## src/hw/rtl/hsj_pkg.sv

```systemverilog
// ----------------------------------------------------------------------------
// hsj_pkg
// Shared types and constants of the Halton sub-pixel jitter block.
// ----------------------------------------------------------------------------
`timescale 1ns / 1ps
`default_nettype none

package hsj_pkg;

   // Ternary places of the base-3 radical inverse.
   localparam int TERN_DIGITS = 21;

   // 3^21, the scale of the base-3 radical inverse (needs 34 bits).
   localparam int TERN_W = 34;
   localparam logic [TERN_W-1:0] TERN_POW = 34'd10460353203;

   // Reciprocal of three: floor(v / 3) == (v * TERN_RECIP) >> 33 for any 32-bit v.
   localparam logic [31:0] TERN_RECIP = 32'hAAAA_AAAB;

   // Divisor width: 3^21 * 32767 stays below 2^49.
   localparam int DIV_W = 49;

   // Quotient bits: every magnitude stays at or below 2^30.
   localparam int QUO_W = 31;

   // Step counter, wide enough for the longer of the two serial phases.
   localparam int CNT_W = 5;

   // Configuration register width and register select codes (paddr[2]).
   localparam int DIM_W = 15;
   localparam logic CSR_WIDTH_SEL  = 1'b0;
   localparam logic CSR_HEIGHT_SEL = 1'b1;

   // Load and step strobes shared by the serial units.
   typedef struct packed {
      logic load;
      logic step;
   } hsj_ctl_type;

   typedef enum logic [2:0] {
      ST_IDLE,
      ST_DIGITS,
      ST_LOAD,
      ST_DIVIDE,
      ST_FINISH
   } hsj_state_type;

endpackage

`default_nettype wire

```

## src/hw/rtl/hsj_ternary.sv

```systemverilog
// ----------------------------------------------------------------------------
// hsj_ternary
// Serial base-3 digit reversal: one ternary digit per step, LSB digit first.
// ----------------------------------------------------------------------------
`timescale 1ns / 1ps
`default_nettype none

module hsj_ternary (
   input  wire logic                        clock,
   input  wire hsj_pkg::hsj_ctl_type        ctl,
   input  wire logic [31:0]                 value,
   output      logic [hsj_pkg::TERN_W-1:0]  reversed
);

   logic [31:0]                value_ff;
   logic [31:0]                value_in;
   logic [hsj_pkg::TERN_W-1:0] rev_ff;
   logic [hsj_pkg::TERN_W-1:0] rev_in;
   logic [63:0]                recip_prod;
   logic [30:0]                quot;
   logic [31:0]                three_quot;
   logic [31:0]                rem_full;
   logic [1:0]                 digit;

   // The quotient by three comes from a multiply by the reciprocal; the
   // remainder is what is left after subtracting three times the quotient.
   always_comb begin
      recip_prod = 64'(value_ff) * 64'(hsj_pkg::TERN_RECIP);
      quot       = recip_prod[63:33];
      three_quot = {quot, 1'b0} + {1'b0, quot};
      rem_full   = value_ff - three_quot;
      digit      = rem_full[1:0];
      value_in   = value_ff;
      rev_in     = rev_ff;
      if (ctl.load) begin
         value_in = value;
         rev_in   = '0;
      end else if (ctl.step) begin
         value_in = {1'b0, quot};
         rev_in   = {rev_ff[hsj_pkg::TERN_W-2:0], 1'b0} + rev_ff
                    + hsj_pkg::TERN_W'(digit);
      end
   end

   always_ff @(posedge clock) begin
      value_ff <= value_in;
      rev_ff   <= rev_in;
   end

   assign reversed = rev_ff;

endmodule

`default_nettype wire

```

## src/hw/rtl/hsj_divider.sv

```systemverilog
// ----------------------------------------------------------------------------
// hsj_divider
// Restoring divider that takes one numerator bit and yields one quotient bit
// per step.
// ----------------------------------------------------------------------------
`timescale 1ns / 1ps
`default_nettype none

module hsj_divider (
   input  wire logic                        clock,
   input  wire hsj_pkg::hsj_ctl_type        ctl,
   input  wire logic [hsj_pkg::DIV_W-1:0]   rem_init,
   input  wire logic [hsj_pkg::QUO_W-1:0]   num_bits,
   input  wire logic [hsj_pkg::DIV_W-1:0]   divisor,
   output      logic [hsj_pkg::QUO_W-1:0]   quotient
);

   logic [hsj_pkg::DIV_W-1:0] rem_ff;
   logic [hsj_pkg::DIV_W-1:0] rem_in;
   logic [hsj_pkg::QUO_W-1:0] num_ff;
   logic [hsj_pkg::QUO_W-1:0] num_in;
   logic [hsj_pkg::QUO_W-1:0] quo_ff;
   logic [hsj_pkg::QUO_W-1:0] quo_in;
   logic [hsj_pkg::DIV_W-1:0] div_ff;
   logic [hsj_pkg::DIV_W-1:0] div_in;
   logic [hsj_pkg::DIV_W:0]   trial;
   logic [hsj_pkg::DIV_W:0]   diff;
   logic                      fits;

   // The partial remainder always stays below the divisor, so one bit of
   // headroom covers the shifted trial value.
   always_comb begin
      trial  = {rem_ff, num_ff[hsj_pkg::QUO_W-1]};
      diff   = trial - {1'b0, div_ff};
      fits   = (trial >= {1'b0, div_ff});
      rem_in = rem_ff;
      num_in = num_ff;
      quo_in = quo_ff;
      div_in = div_ff;
      if (ctl.load) begin
         rem_in = rem_init;
         num_in = num_bits;
         quo_in = '0;
         div_in = divisor;
      end else if (ctl.step) begin
         rem_in = fits ? diff[hsj_pkg::DIV_W-1:0] : trial[hsj_pkg::DIV_W-1:0];
         num_in = {num_ff[hsj_pkg::QUO_W-2:0], 1'b0};
         quo_in = {quo_ff[hsj_pkg::QUO_W-2:0], fits};
      end
   end

   always_ff @(posedge clock) begin
      rem_ff <= rem_in;
      num_ff <= num_in;
      quo_ff <= quo_in;
      div_ff <= div_in;
   end

   assign quotient = quo_ff;

endmodule

`default_nettype wire

```

## src/hw/rtl/halton_subpixel_jitter.sv

```systemverilog
// ----------------------------------------------------------------------------
// halton_subpixel_jitter
// Halton (2,3) sub-pixel jitter offsets for temporal anti-aliasing.
// ----------------------------------------------------------------------------
// Channel   Direction  Handshake          Beat contents
// req       in         req_valid/stall    jitter_index (32 b unsigned)
// rsp       out        rsp_valid/stall    jitter_x, jitter_y (31 b signed Q1.30)
// csr       in/out     APB psel/penable   image_width @0x0, image_height @0x4
//
// An item passes through ternary digit extraction (one digit per cycle by a
// multiply with the reciprocal of three), a divider load step, the divide phase
// (one quotient bit per step), a step that fills the output register and the
// idle state, in which req_stall is low and a new item can be taken.
// A result waits in the output register; a stall on rsp holds the block only when
// a second result is ready behind it. Reset is synchronous and sets 1920x1080.
// ----------------------------------------------------------------------------
`timescale 1ns / 1ps
`default_nettype none

module halton_subpixel_jitter (
   input  wire logic                clock,
   input  wire logic                reset,
   // Input channel
   input  wire logic                req_valid,
   output      logic                req_stall,
   input  wire logic [31:0]         req_jitter_index,
   // Result channel
   output      logic                rsp_valid,
   input  wire logic                rsp_stall,
   output      logic signed [30:0]  rsp_jitter_x,
   output      logic signed [30:0]  rsp_jitter_y,
   // Configuration port
   input  wire logic                psel,
   input  wire logic                penable,
   input  wire logic                pwrite,
   input  wire logic [2:0]          paddr,
   input  wire logic [31:0]         pwdata,
   output      logic [31:0]         prdata,
   output      logic                pready
);

   localparam int DW = hsj_pkg::DIM_W;
   localparam int TW = hsj_pkg::TERN_W;
   localparam int VW = hsj_pkg::DIV_W;
   localparam int QW = hsj_pkg::QUO_W;
   localparam int CW = hsj_pkg::CNT_W;

   // ---------------------------------------------------------------------
   // Configuration registers. Writes land on the access cycle; the low two
   // address bits are a byte offset and do not select a register.
   // ---------------------------------------------------------------------
   logic [DW-1:0] width_ff;
   logic [DW-1:0] width_in;
   logic [DW-1:0] height_ff;
   logic [DW-1:0] height_in;
   logic          csr_write;

   assign pready    = 1'b1;
   assign csr_write = psel && penable && pwrite && pready;

   always_comb begin
      width_in  = width_ff;
      height_in = height_ff;
      if (csr_write) begin
         case (paddr[2])
            hsj_pkg::CSR_WIDTH_SEL:  width_in  = pwdata[DW-1:0];
            hsj_pkg::CSR_HEIGHT_SEL: height_in = pwdata[DW-1:0];
            default: ;
         endcase
      end
   end

   always_comb begin
      case (paddr[2])
         hsj_pkg::CSR_WIDTH_SEL:  prdata = {(32-DW)'(0), width_ff};
         hsj_pkg::CSR_HEIGHT_SEL: prdata = {(32-DW)'(0), height_ff};
         default:                 prdata = '0;
      endcase
   end

   always_ff @(posedge clock) begin
      if (reset) begin
         width_ff  <= DW'(1920);
         height_ff <= DW'(1080);
      end else begin
         width_ff  <= width_in;
         height_ff <= height_in;
      end
   end

   // ---------------------------------------------------------------------
   // Sequencer.
   // ---------------------------------------------------------------------
   hsj_pkg::hsj_state_type state_ff;
   hsj_pkg::hsj_state_type state_in;
   logic [CW-1:0]          cnt_ff;
   logic [CW-1:0]          cnt_in;
   logic                   req_take;
   logic                   rsp_load;
   hsj_pkg::hsj_ctl_type   tern_ctl;
   hsj_pkg::hsj_ctl_type   div_ctl;

   assign req_stall = (state_ff != hsj_pkg::ST_IDLE);
   assign req_take  = req_valid && !req_stall;

   always_comb begin
      state_in      = state_ff;
      cnt_in        = cnt_ff;
      tern_ctl.load = 1'b0;
      tern_ctl.step = 1'b0;
      div_ctl.load  = 1'b0;
      div_ctl.step  = 1'b0;
      rsp_load      = 1'b0;
      case (state_ff)
         hsj_pkg::ST_IDLE: begin
            cnt_in = '0;
            if (req_valid) begin
               tern_ctl.load = 1'b1;
               state_in      = hsj_pkg::ST_DIGITS;
            end
         end
         hsj_pkg::ST_DIGITS: begin
            tern_ctl.step = 1'b1;
            cnt_in        = cnt_ff + CW'(1);
            if (cnt_ff == CW'(hsj_pkg::TERN_DIGITS - 1)) begin
               cnt_in   = '0;
               state_in = hsj_pkg::ST_LOAD;
            end
         end
         hsj_pkg::ST_LOAD: begin
            div_ctl.load = 1'b1;
            state_in     = hsj_pkg::ST_DIVIDE;
         end
         hsj_pkg::ST_DIVIDE: begin
            div_ctl.step = 1'b1;
            cnt_in       = cnt_ff + CW'(1);
            if (cnt_ff == CW'(QW - 1)) begin
               cnt_in   = '0;
               state_in = hsj_pkg::ST_FINISH;
            end
         end
         hsj_pkg::ST_FINISH: begin
            // Wait here only while an earlier result still sits unclaimed.
            if (!rsp_valid || !rsp_stall) begin
               rsp_load = 1'b1;
               state_in = hsj_pkg::ST_IDLE;
            end
         end
         default: begin
            state_in = hsj_pkg::ST_IDLE;
         end
      endcase
   end

   always_ff @(posedge clock) begin
      if (reset) begin
         state_ff <= hsj_pkg::ST_IDLE;
         cnt_ff   <= '0;
      end else begin
         state_ff <= state_in;
         cnt_ff   <= cnt_in;
      end
   end

   // ---------------------------------------------------------------------
   // Sequence position and the base-3 digit reversal.
   // ---------------------------------------------------------------------
   logic [31:0]   pos_ff;
   logic [31:0]   pos_in;
   logic [TW-1:0] tern_rev;

   assign pos_in = req_take ? (req_jitter_index + 32'd1) : pos_ff;

   always_ff @(posedge clock) begin
      pos_ff <= pos_in;
   end

   hsj_ternary u_ternary (
      .clock    (clock),
      .ctl      (tern_ctl),
      .value    (pos_in),
      .reversed (tern_rev)
   );

   // ---------------------------------------------------------------------
   // The y divisor 3^21 * height is built by shift and add during the digit
   // phase, one height bit per cycle. A zero dimension counts as one.
   // ---------------------------------------------------------------------
   logic [VW-1:0] pow_sh_ff;
   logic [VW-1:0] pow_sh_in;
   logic [DW-1:0] hgt_sh_ff;
   logic [DW-1:0] hgt_sh_in;
   logic [VW-1:0] ydiv_ff;
   logic [VW-1:0] ydiv_in;

   always_comb begin
      pow_sh_in = pow_sh_ff;
      hgt_sh_in = hgt_sh_ff;
      ydiv_in   = ydiv_ff;
      if (req_take) begin
         pow_sh_in = VW'(hsj_pkg::TERN_POW);
         hgt_sh_in = (height_ff == '0) ? DW'(1) : height_ff;
         ydiv_in   = '0;
      end else if (tern_ctl.step) begin
         if (hgt_sh_ff[0]) begin
            ydiv_in = ydiv_ff + pow_sh_ff;
         end
         pow_sh_in = {pow_sh_ff[VW-2:0], 1'b0};
         hgt_sh_in = {1'b0, hgt_sh_ff[DW-1:1]};
      end
   end

   always_ff @(posedge clock) begin
      pow_sh_ff <= pow_sh_in;
      hgt_sh_ff <= hgt_sh_in;
      ydiv_ff   <= ydiv_in;
   end

   // ---------------------------------------------------------------------
   // Divider operands. x: |bitrev(n) - 2^31| / (2 * width).
   // y: (|2t - 3^21| << 30) / (3^21 * height). The dividers shift in the
   // numerator's low 31 bits; the bits above them seed the remainder.
   // ---------------------------------------------------------------------
   logic [31:0]    bit_rev;
   logic           negx;
   logic [31:0]    magx;
   logic [TW:0]    twice_t;
   logic           negy;
   logic [TW:0]    magy_full;
   logic [TW-1:0]  magy;
   logic [DW:0]    xdiv;
   logic           negx_ff;
   logic           negx_in;
   logic           negy_ff;
   logic           negy_in;
   logic [QW-1:0]  quo_x;
   logic [QW-1:0]  quo_y;

   always_comb begin
      for (int i = 0; i < 32; i++) begin
         bit_rev[i] = pos_ff[31-i];
      end
      negx      = !bit_rev[31];
      magx      = negx ? (32'h8000_0000 - bit_rev) : {1'b0, bit_rev[30:0]};
      twice_t   = {tern_rev, 1'b0};
      negy      = (twice_t < {1'b0, hsj_pkg::TERN_POW});
      magy_full = negy ? ({1'b0, hsj_pkg::TERN_POW} - twice_t)
                       : (twice_t - {1'b0, hsj_pkg::TERN_POW});
      magy      = magy_full[TW-1:0];
      xdiv      = (width_ff == '0) ? (DW+1)'(2) : {width_ff, 1'b0};
      negx_in   = div_ctl.load ? negx : negx_ff;
      negy_in   = div_ctl.load ? negy : negy_ff;
   end

   always_ff @(posedge clock) begin
      negx_ff <= negx_in;
      negy_ff <= negy_in;
   end

   hsj_divider u_div_x (
      .clock    (clock),
      .ctl      (div_ctl),
      .rem_init (VW'(magx[31])),
      .num_bits (magx[30:0]),
      .divisor  (VW'(xdiv)),
      .quotient (quo_x)
   );

   hsj_divider u_div_y (
      .clock    (clock),
      .ctl      (div_ctl),
      .rem_init (VW'(magy[TW-1:1])),
      .num_bits ({magy[0], (QW-1)'(0)}),
      .divisor  (ydiv_ff),
      .quotient (quo_y)
   );

   // ---------------------------------------------------------------------
   // Output register: sign applied to the magnitudes.
   // ---------------------------------------------------------------------
   logic          rsp_valid_ff;
   logic          rsp_valid_in;
   logic [QW-1:0] rsp_x_ff;
   logic [QW-1:0] rsp_x_in;
   logic [QW-1:0] rsp_y_ff;
   logic [QW-1:0] rsp_y_in;

   always_comb begin
      rsp_valid_in = rsp_valid_ff;
      rsp_x_in     = rsp_x_ff;
      rsp_y_in     = rsp_y_ff;
      if (rsp_valid_ff && !rsp_stall) begin
         rsp_valid_in = 1'b0;
      end
      if (rsp_load) begin
         rsp_valid_in = 1'b1;
         rsp_x_in     = negx_ff ? (QW'(0) - quo_x) : quo_x;
         rsp_y_in     = negy_ff ? (QW'(0) - quo_y) : quo_y;
      end
   end

   always_ff @(posedge clock) begin
      if (reset) begin
         rsp_valid_ff <= 1'b0;
      end else begin
         rsp_valid_ff <= rsp_valid_in;
      end
      rsp_x_ff <= rsp_x_in;
      rsp_y_ff <= rsp_y_in;
   end

   assign rsp_valid    = rsp_valid_ff;
   assign rsp_jitter_x = rsp_x_ff;
   assign rsp_jitter_y = rsp_y_ff;

endmodule

`default_nettype wire
```

## config.mk

```make
export PLATFORM = sky130hd
export DESIGN_NAME = halton_subpixel_jitter
export DESIGN_NICKNAME = d
export VERILOG_FILES = /design/src/hw/rtl/hsj_pkg.sv /design/src/hw/rtl/hsj_ternary.sv /design/src/hw/rtl/hsj_divider.sv /design/src/hw/rtl/halton_subpixel_jitter.sv
export SDC_FILE = /design/constraint.sdc
export NUM_CORES = 2
export LEC_CHECK = 0
export BUFFER_PORTS_ARGS = -buffer_cell sky130_fd_sc_hd__buf_2
export CORE_MARGIN = 2
export CORE_UTILIZATION = 60
export DETAILED_ROUTE_END_ITERATION = 10
export GPL_TIMING_DRIVEN = 0
export PLACE_DENSITY = 0.86
export SKIP_CTS_REPAIR_TIMING = 1
export SYNTH_ARGS = -nofsm -noshare
export SYNTH_HDL_FRONTEND = slang
export SYNTH_SLANG_ARGS = --single-unit
```

## constraint.sdc

```tcl
create_clock -name clock -period 12 [get_ports clock]
set_input_delay 1.8 -clock clock [delete_from_list [all_inputs] [get_ports clock]]
set_output_delay 1.8 -clock clock [all_outputs]
set_load 0.005 [all_outputs]
```

==> metrics <==
total negative slack=0 ps; count of pins over their slew limit=0; Critical-path top delay cell=edfxtp_1; clock buffer depth=3; share of layout cells above drive strength 1=7.11%; number of global-route vias before repair=41600; Worst Tran Pin Value=1100 ps; clk_skew=72.9 ps; CP Launch Type=flop; critical path class=reg -> reg; Setup violations, final=0; number of detailed-route iterations in the first pass=8; number of remaining DRC errors=0; status=finished, final reports clean; setup slack after layout=281 ps; Vias=41900; Worst-path clk slew=70 ps; syn_area_per_cell=9.12 um^2; input/output buffers=131; post-DP HPWL=115 mm; final core utilization=65.8%; Post-synth EDFFs=241; Avg Vias per Cell=6.10; grt ovf=0; Synth Instances=5504; CTS tree=built; max_cap viols=0; fin crit period=11720 ps; ys async rst share=0%; Die ar.=86000 um^2; root buf cell=clkbuf_16; crit path max fanout=7; Req. time, crit path=12540 ps; register area share after synthesis=27.5%; max incr delay on CP=630 ps; die height=293 um; worst path bufs/invs=5; pre-CTS setup slack=-216 ps; Placer Congestion=0.995; synth unique cells=102; Final period util=97.7%; WP data arrival=12260 ps; Site Rows=106; min-delay worst type=reg -> reg; initial antenna violation count=8; gr usage total=33.6%; Syn-to-layout area delta=9.27%; I/O Pins=171; final WL=146 mm; starting density of the core=60.2%; CP endpoint kind=flop; clock latency on the worst-skew pair=680 ps; #FFs+latches synth=570; largest net degree at the start of global routing=58; global-route wire length before repair=228 mm; DR WL/cell=21.2 um; core area=83300 um^2; nets=6762; family with the most delay on the worst path=adder cells; 1st-iter DRT viols=4191; CTS Sinks=570; Main synth FF type=dfxtp_1; Placed Area=52400 um^2; Design Area, Final=54800 um^2; relative slew slack=26.7%; CP most frequent cell=ha_1; Syn Std Cell Area=50200 um^2; depth of the CTS H-tree=2; Peak Freq=85.3 MHz; Chip Width=293 um; post-route ant nets=0; Fin. Hold Viols=0; yosys warns=0; total CTS buffers=57
## worst reg2reg max path: cells and delay by family (launching register included)
family / cells / cell delay (ps)
compound gates: 11 / 2870
simple gates: 5 / 1110
xor+xnor: 5 / 1530
flops: 1 / 630
fa+ha+maj: 13 / 5030
buf+inv: 5 / 460
## Yosys cell counts, drive strengths merged (16+ instances only)
cell | instances | share of area (%)
a31oi | 35 | 0.44
a22o | 31 | 0.54
clkbuf | 162 | 1.2
ha | 569 | 14
o21ai | 259 | 2.6
nand4 | 58 | 0.72
buf | 72 | 1.0
fa | 374 | 15
inv | 729 | 5.5
or2 | 18 | 0.22
a21oi | 443 | 4.4
o211ai | 16 | 0.26
o21a | 28 | 0.42
nor3 | 87 | 0.90
nor4 | 32 | 0.44
xnor2 | 236 | 4.1
nor2 | 246 | 1.8
o21bai | 35 | 0.52
nand3 | 101 | 1.0
o31ai | 32 | 0.49
or3 | 21 | 0.26
nor2b | 20 | 0.25
and2 | 20 | 0.25
dfxtp | 329 | 13
a211oi | 42 | 0.66
xor2 | 116 | 2.0
and3 | 32 | 0.40
mux2i | 64 | 1.3
nand2 | 639 | 4.8
or4 | 21 | 0.34
a21o | 138 | 2.1
edfxtp | 241 | 14
mux2 | 18 | 0.40
nand2b | 38 | 0.48
## layout make-up
type	count	area, um^2
diodes	4	10.0
flip-flops and latches	570	13800
multi-input cells	3986	32700
plain buffers	232	1110
clock buffers	71	1590
inverters	730	2740
repair buffers	168	1010
well taps	1080	1350
clock inverters	37	478
fillers	6404	28500
## per-stage QoR
step,hold WS (ps),cells
4_1_cts,425,6844
2_1_floorplan,434,5520
5_1_grt,440,6876
3_3_place_gp,442,6731
6_report,453,6878
3_5_place_dp,458,6736
## cell usage in the layout (no fill, tap or decap), types with 19 or more instances in the layout
master,count
and3_1,32
buf_2,139
nand2_1,639
a211oi_1,40
nor2_1,245
xor2_1,111
nand3_1,101
nand2b_1,37
nor2b_1,20
inv_1,727
o21bai_1,35
buf_1,22
edfxtp_1,241
clkbuf_16,60
or3_1,21
mux2i_1,64
nand4_1,58
ha_1,567
buf_4,56
nor4_1,29
o21a_1,28
a21o_1,138
o31ai_1,31
and2_1,19
dfxtp_1,329
clkbuf_1,164
a31oi_1,34
nor3_1,85
a22o_1,31
fa_1,374
o21ai_0,250
xnor2_1,234
a21oi_1,438
## state kept, by name, indices dropped and copies added (netlist names), 15 cells and up
name	count
u_div_x.quotient	31
u_div_x.div_ff	15
hgt_sh_ff	15
pow_sh_ff	49
u_div_y.quotient	31
u_div_y.rem_ff	49
u_div_y.div_ff	49
rsp_jitter_x	31
u_div_x.num_ff	31
u_ternary.value_ff	32
pos_ff	32
ydiv_ff	49
width_ff	15
height_ff	15
rsp_jitter_y	31
u_ternary.reversed	34
u_div_x.rem_ff	49
## path summary, 6_finish.rpt
path / cells past startpoint / startpoint / slack [ps] / end
max reg2reg: 39 / u_ternary.value_ff[11] / 280 / u_ternary.reversed[33]
max: 39 / u_ternary.value_ff[11] / 280 / u_ternary.reversed[33]
min reg2reg: 0 / ydiv_ff[0] / 450 / u_div_y.div_ff[0]
min: 0 / ydiv_ff[0] / 450 / u_div_y.div_ff[0]
## kinds of logic after synthesis
kind of cell	share of synthesized area, %
other	0.0150
xor gates and xnor gates	6.14
and+or+nand+nor	12.6
buffers and inverters	7.68
muxes	1.68
adders and majority gates	29.1
AOI/OAI and AO/OA	15.2
DFF	27.5
## layer usage
layer	share of wire, %	wire length (um)	up-vias	global-route usage (%)
met4	5.4	7930	2	15.9
li1	-	-	19200	-
met1	39	56600	20100	43.5
met3	9.7	14100	447	6.35
met2	46	67000	2176	54.6
met5	0.0089	13	-	0
Power is left out: the tool's default activity adds up to more than one toggle a clock period on the data nets, which glitch-free logic cannot reach.
